File: src/hw/rtl/ckf_pkg.sv
// ckf_pkg: shared types, codes and helpers for the three-axis constant-velocity filter.
// Used by ckf_mul, ckf_div, ckf_dp, ckf_ctrl and constant_velocity_kalman_3axis.
package ckf_pkg;

	localparam int FRAC_BITS_DEF = 16;
	localparam int AXES_DEF      = 3;
	localparam int DT_BITS       = 16;
	localparam int GAIN_BITS     = 30;
	localparam int MUL_A_W       = 62;
	localparam int MUL_B_W       = 33;
	localparam int MUL_P_W       = MUL_A_W + MUL_B_W;
	localparam int DIV_Q_W       = 62;
	localparam int DIV_D_W       = 34;
	localparam int MUL_STEPS     = MUL_B_W;
	localparam int DIV_STEPS     = DIV_Q_W;

	localparam logic [15:0] STEP_TIME_RST = 16'd2185;
	localparam logic [1:0]  AXIS_Z        = 2'd2;

	localparam logic [2:0] CFG_STEP_TIME   = 3'd0;
	localparam logic [2:0] CFG_INIT_VAR    = 3'd1;
	localparam logic [2:0] CFG_PROC_NOISE  = 3'd2;
	localparam logic [2:0] CFG_MEAS_NOISE  = 3'd3;
	localparam logic [2:0] CFG_DOUBLE_Z    = 3'd4;

	typedef enum logic [3:0] {
		OP_DT2, OP_POS, OP_PPA, OP_PPP, OP_PPV, OP_KP, OP_KV,
		OP_UPOS, OP_UVEL, OP_UCP, OP_UCC, OP_UCV
	} op_t;

	typedef enum logic [2:0] {
		ST_IDLE, ST_RESTART, ST_GO, ST_BUSY, ST_APPLY, ST_OUT
	} state_t;

	typedef struct packed {
		logic       capture;
		logic       restart;
		logic       start;
		logic       apply;
		op_t        op;
		logic [1:0] axis;
	} ckf_ctl_t;

	typedef struct packed {
		logic done;
	} ckf_sts_t;

	function automatic logic signed [31:0] sat_s32(input logic signed [63:0] x);
		if (x > 64'sd2147483647)
			return 32'sh7fffffff;
		else if (x < -64'sd2147483648)
			return 32'sh80000000;
		else
			return x[31:0];
	endfunction

	function automatic logic [31:0] sat_u32(input logic signed [63:0] x);
		if (x < 64'sd0)
			return 32'd0;
		else if (x > 64'sd4294967295)
			return 32'hffffffff;
		else
			return x[31:0];
	endfunction

	function automatic logic [31:0] abs32(input logic signed [31:0] x);
		return x[31] ? (~x + 32'd1) : x;
	endfunction

endpackage

File: src/hw/rtl/ckf_mul.sv
// ckf_mul: shift-add multiplier for unsigned magnitudes, one bit of b per cycle.
// Depends on ckf_pkg for operand widths and step count.
module ckf_mul (
	input  logic                              clk,
	input  logic                              arst_n,
	input  logic                              start,
	input  logic [ckf_pkg::MUL_A_W-1:0]       a,
	input  logic [ckf_pkg::MUL_B_W-1:0]       b,
	output logic                              done,
	output logic [ckf_pkg::MUL_P_W-1:0]       prod
);

	logic                          busy_q;
	logic                          done_q;
	logic [5:0]                    cnt_q;
	logic [ckf_pkg::MUL_B_W-1:0]   b_q;
	logic [ckf_pkg::MUL_P_W-1:0]   acc_q;

	always_ff @(posedge clk or negedge arst_n) begin
		if (!arst_n) begin
			busy_q <= 1'b0;
			done_q <= 1'b0;
			cnt_q  <= '0;
		end else begin
			done_q <= 1'b0;
			if (start) begin
				busy_q <= 1'b1;
				cnt_q  <= 6'(ckf_pkg::MUL_STEPS - 1);
			end else if (busy_q) begin
				if (cnt_q == '0) begin
					busy_q <= 1'b0;
					done_q <= 1'b1;
				end else begin
					cnt_q <= cnt_q - 6'd1;
				end
			end
		end
	end

	always_ff @(posedge clk) begin
		if (start) begin
			acc_q <= '0;
			b_q   <= b;
		end else if (busy_q) begin
			acc_q <= {acc_q[ckf_pkg::MUL_P_W-2:0], 1'b0}
				+ (b_q[ckf_pkg::MUL_B_W-1] ? ckf_pkg::MUL_P_W'(a) : '0);
			b_q   <= {b_q[ckf_pkg::MUL_B_W-2:0], 1'b0};
		end
	end

	assign done = done_q;
	assign prod = acc_q;

endmodule

File: src/hw/rtl/ckf_div.sv
// ckf_div: restoring divider for gain quotients (num * 2^30 / den), one bit per cycle.
// Depends on ckf_pkg for widths and step count.
module ckf_div (
	input  logic                          clk,
	input  logic                          arst_n,
	input  logic                          start,
	input  logic [31:0]                   num,
	input  logic [ckf_pkg::DIV_D_W-1:0]   den,
	output logic                          done,
	output logic [ckf_pkg::DIV_Q_W-1:0]   quo
);

	logic                          busy_q;
	logic                          done_q;
	logic [5:0]                    cnt_q;
	logic [ckf_pkg::DIV_Q_W-1:0]   dvd_q;
	logic [ckf_pkg::DIV_Q_W-1:0]   quo_q;
	logic [ckf_pkg::DIV_D_W:0]     rem_q;
	logic [ckf_pkg::DIV_D_W:0]     trial;
	logic                          fits;

	always_comb begin
		trial = {rem_q[ckf_pkg::DIV_D_W-1:0], dvd_q[ckf_pkg::DIV_Q_W-1]};
		fits  = trial >= {1'b0, den};
	end

	always_ff @(posedge clk or negedge arst_n) begin
		if (!arst_n) begin
			busy_q <= 1'b0;
			done_q <= 1'b0;
			cnt_q  <= '0;
		end else begin
			done_q <= 1'b0;
			if (start) begin
				busy_q <= 1'b1;
				cnt_q  <= 6'(ckf_pkg::DIV_STEPS - 1);
			end else if (busy_q) begin
				if (cnt_q == '0) begin
					busy_q <= 1'b0;
					done_q <= 1'b1;
				end else begin
					cnt_q <= cnt_q - 6'd1;
				end
			end
		end
	end

	always_ff @(posedge clk) begin
		if (start) begin
			rem_q <= '0;
			quo_q <= '0;
			dvd_q <= {num, {ckf_pkg::GAIN_BITS{1'b0}}};
		end else if (busy_q) begin
			rem_q <= fits ? (trial - {1'b0, den}) : trial;
			quo_q <= {quo_q[ckf_pkg::DIV_Q_W-2:0], fits};
			dvd_q <= {dvd_q[ckf_pkg::DIV_Q_W-2:0], 1'b0};
		end
	end

	assign done = done_q;
	assign quo  = quo_q;

endmodule

File: src/hw/rtl/ckf_dp.sv
// ckf_dp: filter state, temporaries, shared multiplier and divider, per-operation apply.
// Depends on ckf_pkg, ckf_mul and ckf_div; driven by ckf_ctrl commands.
module ckf_dp #(
	parameter int FRAC_BITS = ckf_pkg::FRAC_BITS_DEF
) (
	input  logic                 clk,
	input  logic                 arst_n,
	input  ckf_pkg::ckf_ctl_t    ctl,
	output ckf_pkg::ckf_sts_t    sts,
	input  logic [15:0]          step_time,
	input  logic [31:0]          initial_variance,
	input  logic [31:0]          process_noise,
	input  logic [31:0]          measure_noise,
	input  logic                 double_z_noise,
	input  logic signed [31:0]   meas_x,
	input  logic signed [31:0]   meas_y,
	input  logic signed [31:0]   meas_z,
	output logic signed [31:0]   pos_o [3],
	output logic signed [31:0]   vel_o [3]
);

	localparam logic [31:0] VAR_RST = 32'(1) << FRAC_BITS;

	logic signed [31:0] pos_q [3];
	logic signed [31:0] vel_q [3];
	logic signed [31:0] cc_q  [3];
	logic [31:0]        cp_q  [3];
	logic [31:0]        cv_q  [3];
	logic signed [31:0] meas_q [3];

	logic [16:0]        dt2_q;
	logic signed [31:0] p_q;
	logic signed [35:0] ppa_q;
	logic [31:0]        ppp_q;
	logic signed [31:0] ppv_q;
	logic [31:0]        pvv_q;
	logic [ckf_pkg::DIV_Q_W-1:0] kp_q;
	logic signed [62:0] kv_q;
	logic signed [32:0] e_q;
	logic signed [41:0] mres_q;

	logic signed [31:0] cur_pos, cur_vel, cur_cc;
	logic [31:0]        cur_cp, cur_cv;
	logic [ckf_pkg::MUL_A_W-1:0] ma;
	logic [ckf_pkg::MUL_B_W-1:0] mb;
	logic               mneg;
	logic               gain_op;
	logic               div_op;
	logic [ckf_pkg::MUL_P_W-1:0] prod;
	logic               mul_done;
	logic [31:0]        dnum;
	logic [ckf_pkg::DIV_D_W-1:0] den;
	logic               s_zero;
	logic [ckf_pkg::DIV_Q_W-1:0] quo;
	logic               div_done;
	logic [32:0]        e_mag;
	logic [62:0]        kv_mag;
	logic signed [96:0] prod_s;
	logic signed [96:0] rnd16;
	logic signed [96:0] rnd30;
	logic               ovf;
	logic signed [41:0] mres_d;

	always_comb begin
		cur_pos = pos_q[ctl.axis];
		cur_vel = vel_q[ctl.axis];
		cur_cc  = cc_q[ctl.axis];
		cur_cp  = cp_q[ctl.axis];
		cur_cv  = cv_q[ctl.axis];
		e_mag   = e_q[32] ? (~e_q + 33'd1) : e_q;
		kv_mag  = kv_q[62] ? (~kv_q + 63'd1) : kv_q;
		gain_op = (ctl.op == ckf_pkg::OP_UPOS) || (ctl.op == ckf_pkg::OP_UVEL)
			|| (ctl.op == ckf_pkg::OP_UCP) || (ctl.op == ckf_pkg::OP_UCC)
			|| (ctl.op == ckf_pkg::OP_UCV);
		div_op  = (ctl.op == ckf_pkg::OP_KP) || (ctl.op == ckf_pkg::OP_KV);
		den     = {2'b00, ppp_q} + ((double_z_noise && (ctl.axis == ckf_pkg::AXIS_Z))
			? {1'b0, measure_noise, 1'b0} : {2'b00, measure_noise});
		s_zero  = den == '0;
		dnum    = (ctl.op == ckf_pkg::OP_KV) ? ckf_pkg::abs32(ppv_q) : ppp_q;
	end

	always_comb begin
		ma   = '0;
		mb   = '0;
		mneg = 1'b0;
		case (ctl.op)
			ckf_pkg::OP_DT2: begin
				ma = 62'(step_time);
				mb = 33'(step_time);
			end
			ckf_pkg::OP_POS: begin
				ma   = 62'(ckf_pkg::abs32(cur_vel));
				mb   = 33'(step_time);
				mneg = cur_vel[31];
			end
			ckf_pkg::OP_PPA: begin
				ma   = 62'(ckf_pkg::abs32(cur_cc));
				mb   = 33'(step_time);
				mneg = cur_cc[31];
			end
			ckf_pkg::OP_PPP: begin
				ma = 62'(cur_cv);
				mb = 33'(dt2_q);
			end
			ckf_pkg::OP_PPV: begin
				ma = 62'(cur_cv);
				mb = 33'(step_time);
			end
			ckf_pkg::OP_UPOS: begin
				ma   = kp_q;
				mb   = e_mag;
				mneg = e_q[32];
			end
			ckf_pkg::OP_UVEL: begin
				ma   = kv_mag[61:0];
				mb   = e_mag;
				mneg = kv_q[62] ^ e_q[32];
			end
			ckf_pkg::OP_UCP: begin
				ma = kp_q;
				mb = {1'b0, ppp_q};
			end
			ckf_pkg::OP_UCC: begin
				ma   = kp_q;
				mb   = 33'(ckf_pkg::abs32(ppv_q));
				mneg = ppv_q[31];
			end
			ckf_pkg::OP_UCV: begin
				ma   = kv_mag[61:0];
				mb   = 33'(ckf_pkg::abs32(ppv_q));
				mneg = kv_q[62] ^ ppv_q[31];
			end
			default: begin
				ma   = '0;
				mb   = '0;
				mneg = 1'b0;
			end
		endcase
	end

	ckf_mul u_mul (
		.clk    (clk),
		.arst_n (arst_n),
		.start  (ctl.start && !div_op),
		.a      (ma),
		.b      (mb),
		.done   (mul_done),
		.prod   (prod)
	);

	ckf_div u_div (
		.clk    (clk),
		.arst_n (arst_n),
		.start  (ctl.start && div_op),
		.num    (dnum),
		.den    (den),
		.done   (div_done),
		.quo    (quo)
	);

	// round to nearest, halves up; gain products saturate past 2^62
	always_comb begin
		prod_s = mneg ? -$signed({2'b00, prod}) : $signed({2'b00, prod});
		rnd16  = (prod_s + 97'sd32768) >>> ckf_pkg::DT_BITS;
		rnd30  = (prod_s + 97'sd536870912) >>> ckf_pkg::GAIN_BITS;
		ovf    = prod > (ckf_pkg::MUL_P_W'(1) << 62);
		if (!gain_op)
			mres_d = rnd16[41:0];
		else if (ovf)
			mres_d = mneg ? -42'sd1099511627776 : 42'sd1099511627776;
		else
			mres_d = rnd30[41:0];
	end

	always_ff @(posedge clk) begin
		if (mul_done)
			mres_q <= mres_d;
		if (ctl.capture) begin
			meas_q[0] <= meas_x;
			meas_q[1] <= meas_y;
			meas_q[2] <= meas_z;
		end
		if (ctl.apply) begin
			case (ctl.op)
				ckf_pkg::OP_DT2: dt2_q <= mres_q[16:0];
				ckf_pkg::OP_POS: p_q <= ckf_pkg::sat_s32(64'(cur_pos) + 64'(mres_q));
				ckf_pkg::OP_PPA: ppa_q <= $signed({4'b0000, cur_cp}) + (36'(mres_q) <<< 1);
				ckf_pkg::OP_PPP: ppp_q <= ckf_pkg::sat_u32(64'(ppa_q) + 64'(mres_q));
				ckf_pkg::OP_PPV: begin
					ppv_q <= ckf_pkg::sat_s32(64'(cur_cc) + 64'(mres_q));
					pvv_q <= ckf_pkg::sat_u32($signed({32'd0, cur_cv})
						+ $signed({32'd0, process_noise}));
				end
				ckf_pkg::OP_KP: begin
					kp_q <= s_zero ? '0 : quo;
					e_q  <= 33'(meas_q[ctl.axis]) - 33'(p_q);
				end
				ckf_pkg::OP_KV: begin
					if (s_zero)
						kv_q <= '0;
					else
						kv_q <= ppv_q[31] ? -$signed({1'b0, quo}) : $signed({1'b0, quo});
				end
				default: ;
			endcase
		end
	end

	always_ff @(posedge clk or negedge arst_n) begin
		if (!arst_n) begin
			for (int i = 0; i < 3; i++) begin
				pos_q[i] <= '0;
				vel_q[i] <= '0;
				cc_q[i]  <= '0;
				cp_q[i]  <= VAR_RST;
				cv_q[i]  <= VAR_RST;
			end
		end else if (ctl.restart) begin
			for (int i = 0; i < 3; i++) begin
				pos_q[i] <= '0;
				vel_q[i] <= '0;
				cc_q[i]  <= '0;
				cp_q[i]  <= initial_variance;
				cv_q[i]  <= initial_variance;
			end
		end else if (ctl.apply) begin
			case (ctl.op)
				ckf_pkg::OP_UPOS: pos_q[ctl.axis] <= ckf_pkg::sat_s32(64'(p_q) + 64'(mres_q));
				ckf_pkg::OP_UVEL: vel_q[ctl.axis] <= ckf_pkg::sat_s32(64'(cur_vel)
					+ 64'(mres_q));
				ckf_pkg::OP_UCP: cp_q[ctl.axis] <= ckf_pkg::sat_u32($signed({32'd0, ppp_q})
					- 64'(mres_q));
				ckf_pkg::OP_UCC: cc_q[ctl.axis] <= ckf_pkg::sat_s32(64'(ppv_q) - 64'(mres_q));
				ckf_pkg::OP_UCV: cv_q[ctl.axis] <= ckf_pkg::sat_u32($signed({32'd0, pvv_q})
					- 64'(mres_q));
				default: ;
			endcase
		end
	end

	assign sts.done = mul_done | div_done;
	assign pos_o    = pos_q;
	assign vel_o    = vel_q;

endmodule

File: src/hw/rtl/ckf_ctrl.sv
// ckf_ctrl: sequencer that walks the per-axis operation list and runs the handshakes.
// Depends on ckf_pkg; drives ckf_dp through ckf_ctl_t and reads ckf_sts_t.
module ckf_ctrl #(
	parameter int AXES = ckf_pkg::AXES_DEF
) (
	input  logic                 clk,
	input  logic                 arst_n,
	input  logic                 in_valid,
	input  logic                 in_cmd,
	output logic                 in_stall,
	output logic                 out_valid,
	input  logic                 out_stall,
	output ckf_pkg::ckf_ctl_t    ctl,
	input  ckf_pkg::ckf_sts_t    sts
);

	ckf_pkg::state_t state_q, state_d;
	ckf_pkg::op_t    op_q, op_d;
	logic [1:0]      axis_q, axis_d;

	always_ff @(posedge clk or negedge arst_n) begin
		if (!arst_n) begin
			state_q <= ckf_pkg::ST_IDLE;
			op_q    <= ckf_pkg::OP_DT2;
			axis_q  <= '0;
		end else begin
			state_q <= state_d;
			op_q    <= op_d;
			axis_q  <= axis_d;
		end
	end

	always_comb begin
		state_d     = state_q;
		op_d        = op_q;
		axis_d      = axis_q;
		in_stall    = 1'b1;
		out_valid   = 1'b0;
		ctl.capture = 1'b0;
		ctl.restart = 1'b0;
		ctl.start   = 1'b0;
		ctl.apply   = 1'b0;
		ctl.op      = op_q;
		ctl.axis    = axis_q;
		unique case (state_q)
			ckf_pkg::ST_IDLE: begin
				in_stall    = 1'b0;
				ctl.capture = in_valid;
				if (in_valid) begin
					op_d    = ckf_pkg::OP_DT2;
					axis_d  = '0;
					state_d = in_cmd ? ckf_pkg::ST_RESTART : ckf_pkg::ST_GO;
				end
			end
			ckf_pkg::ST_RESTART: begin
				ctl.restart = 1'b1;
				state_d     = ckf_pkg::ST_OUT;
			end
			ckf_pkg::ST_GO: begin
				ctl.start = 1'b1;
				state_d   = ckf_pkg::ST_BUSY;
			end
			ckf_pkg::ST_BUSY: begin
				if (sts.done)
					state_d = ckf_pkg::ST_APPLY;
			end
			ckf_pkg::ST_APPLY: begin
				ctl.apply = 1'b1;
				if (op_q == ckf_pkg::OP_UCV) begin
					if (axis_q == 2'(AXES - 1)) begin
						state_d = ckf_pkg::ST_OUT;
					end else begin
						axis_d  = axis_q + 2'd1;
						op_d    = ckf_pkg::OP_DT2;
						state_d = ckf_pkg::ST_GO;
					end
				end else begin
					op_d    = ckf_pkg::op_t'(op_q + 4'd1);
					state_d = ckf_pkg::ST_GO;
				end
			end
			ckf_pkg::ST_OUT: begin
				out_valid = 1'b1;
				if (!out_stall)
					state_d = ckf_pkg::ST_IDLE;
			end
			default: state_d = ckf_pkg::ST_IDLE;
		endcase
	end

	a_no_accept_while_out: assert property (@(posedge clk) disable iff (!arst_n)
		out_valid |-> in_stall)
		else $error("input word accepted while result word pending");

	a_unit_multicycle: assert property (@(posedge clk) disable iff (!arst_n)
		ctl.start |=> !sts.done)
		else $error("arithmetic unit finished in one cycle");

	a_done_in_busy: assert property (@(posedge clk) disable iff (!arst_n)
		sts.done |-> (state_q == ckf_pkg::ST_BUSY))
		else $error("unit done outside busy state");

	a_apply_after_busy: assert property (@(posedge clk) disable iff (!arst_n)
		ctl.apply |-> $past(state_q) == ckf_pkg::ST_BUSY)
		else $error("apply without completed operation");

endmodule

File: src/hw/rtl/constant_velocity_kalman_3axis.sv
// constant_velocity_kalman_3axis: top level; configuration registers, controller, datapath.
// Depends on ckf_pkg, ckf_ctrl, ckf_dp (with ckf_mul, ckf_div).
//
//   channel   direction  handshake                     word
//   in        input      in_valid / in_stall           cmd, meas_x, meas_y, meas_z
//   out       output     out_valid / out_stall         est_x/y/z, rate_x/y/z
//   cfg       input      cfg_we (no stall)             cfg_index, cfg_data
//
// Update word: per axis, the operation list runs on the bit-serial multiplier (33 steps)
// and divider (62 steps), which all axes share. Restart word: estimates zero, variances
// from init_var. One word in flight; input stalls until the result is taken.
// Reset: estimates zero, variances 1.0, registers at defaults.
module constant_velocity_kalman_3axis #(
	parameter int FRAC_BITS = ckf_pkg::FRAC_BITS_DEF,
	parameter int AXES      = ckf_pkg::AXES_DEF
) (
	input  logic                clk,
	input  logic                arst_n,
	input  logic                in_valid,
	output logic                in_stall,
	input  logic                cmd,
	input  logic signed [31:0]  meas_x,
	input  logic signed [31:0]  meas_y,
	input  logic signed [31:0]  meas_z,
	output logic                out_valid,
	input  logic                out_stall,
	output logic signed [31:0]  est_x,
	output logic signed [31:0]  est_y,
	output logic signed [31:0]  est_z,
	output logic signed [31:0]  rate_x,
	output logic signed [31:0]  rate_y,
	output logic signed [31:0]  rate_z,
	input  logic                cfg_we,
	input  logic [2:0]          cfg_index,
	input  logic [31:0]         cfg_data
);

	logic [15:0] step_time_q;
	logic [31:0] init_var_q;
	logic [31:0] proc_noise_q;
	logic [31:0] meas_noise_q;
	logic        double_z_q;

	ckf_pkg::ckf_ctl_t ctl;
	ckf_pkg::ckf_sts_t sts;
	logic signed [31:0] pos [3];
	logic signed [31:0] vel [3];

	always_ff @(posedge clk or negedge arst_n) begin
		if (!arst_n) begin
			step_time_q  <= ckf_pkg::STEP_TIME_RST;
			init_var_q   <= 32'(1) << FRAC_BITS;
			proc_noise_q <= 32'(1) << FRAC_BITS;
			meas_noise_q <= 32'(1) << FRAC_BITS;
			double_z_q   <= 1'b0;
		end else if (cfg_we) begin
			unique case (cfg_index)
				ckf_pkg::CFG_STEP_TIME:  step_time_q  <= cfg_data[15:0];
				ckf_pkg::CFG_INIT_VAR:   init_var_q   <= cfg_data;
				ckf_pkg::CFG_PROC_NOISE: proc_noise_q <= cfg_data;
				ckf_pkg::CFG_MEAS_NOISE: meas_noise_q <= cfg_data;
				ckf_pkg::CFG_DOUBLE_Z:   double_z_q   <= cfg_data[0];
				default: ;
			endcase
		end
	end

	ckf_ctrl #(.AXES(AXES)) u_ctrl (
		.clk       (clk),
		.arst_n    (arst_n),
		.in_valid  (in_valid),
		.in_cmd    (cmd),
		.in_stall  (in_stall),
		.out_valid (out_valid),
		.out_stall (out_stall),
		.ctl       (ctl),
		.sts       (sts)
	);

	ckf_dp #(.FRAC_BITS(FRAC_BITS)) u_dp (
		.clk              (clk),
		.arst_n           (arst_n),
		.ctl              (ctl),
		.sts              (sts),
		.step_time        (step_time_q),
		.initial_variance (init_var_q),
		.process_noise    (proc_noise_q),
		.measure_noise    (meas_noise_q),
		.double_z_noise   (double_z_q),
		.meas_x           (meas_x),
		.meas_y           (meas_y),
		.meas_z           (meas_z),
		.pos_o            (pos),
		.vel_o            (vel)
	);

	assign est_x  = pos[0];
	assign rate_x = vel[0];
	assign est_y  = (AXES > 1) ? pos[1] : '0;
	assign rate_y = (AXES > 1) ? vel[1] : '0;
	assign est_z  = (AXES > 2) ? pos[2] : '0;
	assign rate_z = (AXES > 2) ? vel[2] : '0;

endmodule
File: config.mk
export PLATFORM = sky130hd
export DESIGN_NAME = constant_velocity_kalman_3axis
export DESIGN_NICKNAME = d
export VERILOG_FILES = /design/src/hw/rtl/ckf_pkg.sv /design/src/hw/rtl/ckf_mul.sv /design/src/hw/rtl/ckf_div.sv /design/src/hw/rtl/ckf_dp.sv /design/src/hw/rtl/ckf_ctrl.sv /design/src/hw/rtl/constant_velocity_kalman_3axis.sv
export SDC_FILE = /design/constraint.sdc
export NUM_CORES = 2
export LEC_CHECK = 0
export BUFFER_PORTS_ARGS = -buffer_cell sky130_fd_sc_hd__clkbuf_2
export CORE_UTILIZATION = 50
export DETAILED_ROUTE_END_ITERATION = 8
export GPL_TIMING_DRIVEN = 0
export PLACE_DENSITY = 0.67
export SLEW_MARGIN = 20
export SYNTH_ARGS = -nofsm -noshare
export SYNTH_HDL_FRONTEND = slang
export SYNTH_SLANG_ARGS = --single-unit
export TNS_END_PERCENT = 20
File: constraint.sdc
create_clock -name clk -period 31.4 [get_ports clk]
set_clock_uncertainty 0.2 [all_clocks]
set_input_delay 6.28 -clock clk [delete_from_list [all_inputs] [get_ports clk]]
set_output_delay 6.28 -clock clk [all_outputs]
set_load 0.05 [all_outputs]
==> impl_results.md <==
- Std cell rows: 158
- Drt drc: 13
- H-tree depth: 4
- Gp weighted congestion: 1.04
- Synth Flop Type: dfrtp_1
- Synthesized flop and latch total: 1351
- Register area share after synthesis: 38.0%
- Final hold violations: 0
- Synth-to-layout area growth: 12.2%
- First-pass GRT wire length: 562000 um
- M1 GR Usage: 52.3%
- Fin nets: 11577
- Cell mode on critical path: buf_2
- Run status: finished with violations
- Clock Power Share: 24.6%
- Post-Route WL: 393000 um
- Total Neg Setup Slack: 0 ps
- CP max FO: 10
- Flop pwr share: 31.9%
- Initial antenna violation count: 23
- Max Clk Rate: 0.0636 GHz
- Max cap viols: 0
- Mapped Avg Cell Area: 9.08 um2
- CTS tree: yes
- Antenna viol nets, final: 0
- Switching Share: 42.6%
- Iter 0 DRT Violations: 12348
- Met2 global-route usage: 58.8%
- Largest net degree at the start of global routing: 94
- Comb power frac: 43.5%
- Crit end category: flop
- # hold bufs at CTS: 0
- Die Y: 435 um
- Initial core utilization: 50.4%
- Fin crit share: 50.1%
- Mapped cell area: 93700 um2
- Number of global-route vias before repair: 82715
- Synth Instances: 10321
- Total design power: 0.00790 W
- Failing checks: design-rule violations
- Drt pass-1 iters: 9
- Global Route Usage Sum: 40.1%
- Root buffer cell: clkbuf_16
- Cts repair resizes: 0
- Dpl hpwl: 311000 um
- Max-slew violations: 0
- GRT met3 Usage: 9.07%
- Clock buffer depth: 3
- Worst rel slew slack: 9.91%
- Die Footprint: 189000 um2
- Grt total ovfl: 0
- Total CTS buffers: 157
- Via count: 89418
- CTS sink cnt: 1351
- Die Wd: 435 um
- Crit path buf inv count: 15
- Synth async-reset ratio: 45.7%
- Most common cell after layout, fill and taps aside: o21ai_0
- GR peak layer: met2
- Switching power total: 0.00337 W
- Number of flops mapped to enable cells by yosys: 542
- WS Path Type: reg -> reg
- Detail-routed via count per cell: 6.63
- Endpoints failing setup: 0
- Worst vdd ir: 0.0654 mV
- Commonest non-fill, non-tap cells in the layout: 945 x o21ai_0, 851 x a21oi_1, 841 x nand2_1
- Internal Pwr Total: 0.00453 W
- Wire per inst: 29.2 um
- Hold Crit Class: reg -> reg
- Pwr/cell area: 75.1 nW/um2
- Count of cell types in the netlist: 93
- CP required: 31890 ps
- IO Count: 331
- Area of the multi-input gates: 55100 um2
- Synthesized net count: 11029
- Ys Warns: 0
- Fraction of layout cells with a size suffix above 1: 8.54%
- # Post-CTS Setup Buffers: 0
- FF/Latch Area: 35600 um2
- Clock Pin Slew Worst Setup and Hold Paths: 60 ps
- Leakage: 44.0 nW
- Fill cells: 16826
- Max stage delay on crit path: 980 ps
- Core Box Area: 186000 um2
- Startpoint types: flop
- Slew @ Worst Pin: 1350 ps
- Worst EP arrival: 16210 ps
- Min Tclk post-route: 15720 ps
- Worst-Skew Late Latency: 850 ps
- Slowest-stage cell, CP: a2111oi_0
- RSZ-0062 raised after global routing: false
- Number of buffers inserted by port buffering: 330
- Top cell family by delay on the critical path: buffers and inverters
-- registers in the layout, summed over array words and instances (netlist names), 33 cells and up --
signal            flops
u_dp.cc_q            96
u_dp.cp_q            96
u_dp.cv_q            96
u_dp.e_q             33
u_dp.kp_q            62
u_dp.kv_q            63
u_dp.meas_q          96
u_dp.mres_q          42
u_dp.pos_o           96
u_dp.ppa_q           36
u_dp.u_div.quo       62
u_dp.u_div.rem_q     34
u_dp.u_mul.b_q       33
u_dp.u_mul.prod      95
u_dp.vel_o           96
-- path summary, 6_finish.rpt --
| kind | startpoint | endpoint | slack [ps] | depth (start not counted) |
|---|---|---|---|---|
| min reg2reg | u_dp.cv_q[79]$_DFFE_PN0P_ | u_dp.cv_q[79]$_DFFE_PN0P_ | 290 | 2 |
| min | u_dp.cv_q[79]$_DFFE_PN0P_ | u_dp.cv_q[79]$_DFFE_PN0P_ | 290 | 2 |
| max | u_ctrl.axis_q[0]$_DFFE_PN0P_ | u_dp.u_div.rem_q[17]$_SDFFE_PP0P_ | 15680 | 38 |
| max reg2reg | u_ctrl.axis_q[0]$_DFFE_PN0P_ | u_dp.u_div.rem_q[17]$_SDFFE_PP0P_ | 15680 | 38 |
| max in group asynchronous | arst_n | u_dp.pos_o[89]$_DFFE_PN0P_ | 23450 | 5 |
| min in group asynchronous | arst_n | proc_noise_q[22]$_DFFE_PN0P_ | 5240 | 1 |
-- tightest hold or removal path: cells and delay by family (launching register included) --
family,cells,cell delay (ps)
flops,1,340
compound gates,1,60
simple gates,1,50
-- power groups by stage --
| stage | clock network (W) | registers (W) | logic (W) |
|---|---|---|---|
| after floorplan | 0 | 0.00243 | 0.00224 |
| after global placement | 0 | 0.00254 | 0.00321 |
| final | 0.00195 | 0.00252 | 0.00344 |
| after detailed placement | 0 | 0.00253 | 0.00331 |
| after global routing | 0.00202 | 0.00254 | 0.00366 |
| after CTS | 0.00195 | 0.00250 | 0.00333 |
-- kinds of logic after synthesis --
logic type,after synthesis,synth area share [%]
AOI/OAI and AO/OA,3416,23.3
buffers and inverters,853,3.44
muxes,487,5.40
DFF,1351,38.0
and+or+nand+nor,2814,14.4
xor gates and xnor gates,829,7.75
adders and majority gates,571,7.73
-- synthesized netlist by cell type, drive strengths merged, types with 91 or more instances --
cell    count  area share, %
a21o      282            2.3
a21oi     851            4.5
a221o     162            1.7
a22oi     104           0.83
a31oi     110           0.73
and2       91           0.61
and3       98           0.65
clkbuf    502            2.0
dfrtp     605             16
dfxtp     191            4.1
edfxtp    542             17
ha        557            7.4
inv       287            1.1
mux2      148            1.8
mux2i     339            3.6
nand2     841            3.4
nand2b    103           0.69
nand3     177           0.95
nor2      764            3.1
nor2b     170            1.1
nor3      159           0.86
o211ai    139            1.1
o21ai     974            5.2
o31ai     111           0.89
xnor2     448            4.2
xor2      381            3.6
-- per-stage QoR --
step / area, um2 / setup slack [ps] / instances / hold WS, ps / util, %
3_3_place_gp: 98500 / 8970 / 13131 / 261 / 53.0
3_5_place_dp: 99700 / 16040 / 13188 / 270 / 53.7
6_report: 105000 / 15680 / 13493 / 286 / 56.6
5_1_grt: 105000 / 15200 / 13480 / 305 / 56.6
2_1_floorplan: 93700 / 20700 / 10321 / 248 / -
4_1_cts: 105000 / 15980 / 13477 / 283 / 56.6
-- per-layer routing --
metal | vias up | routed length, um
met3 | 1077 | 42600
met2 | 5165 | 166000
met5 | - | 57
met1 | 43658 | 153000
met4 | 8 | 31900
li1 | 39510 | -
-- area by class of cell --
cell class	count	area share, %
inverters	288	1.03
clock buffers	208	4.24
diodes	14	0.0333
repair buffers	389	2.65
well taps	2480	2.95
plain buffers	565	2.06
clock inverters	81	0.858
flip-flops and latches	1351	33.8
multi-input cells	8117	52.3
No activity file was read; power rests on OpenSTA's default activity.
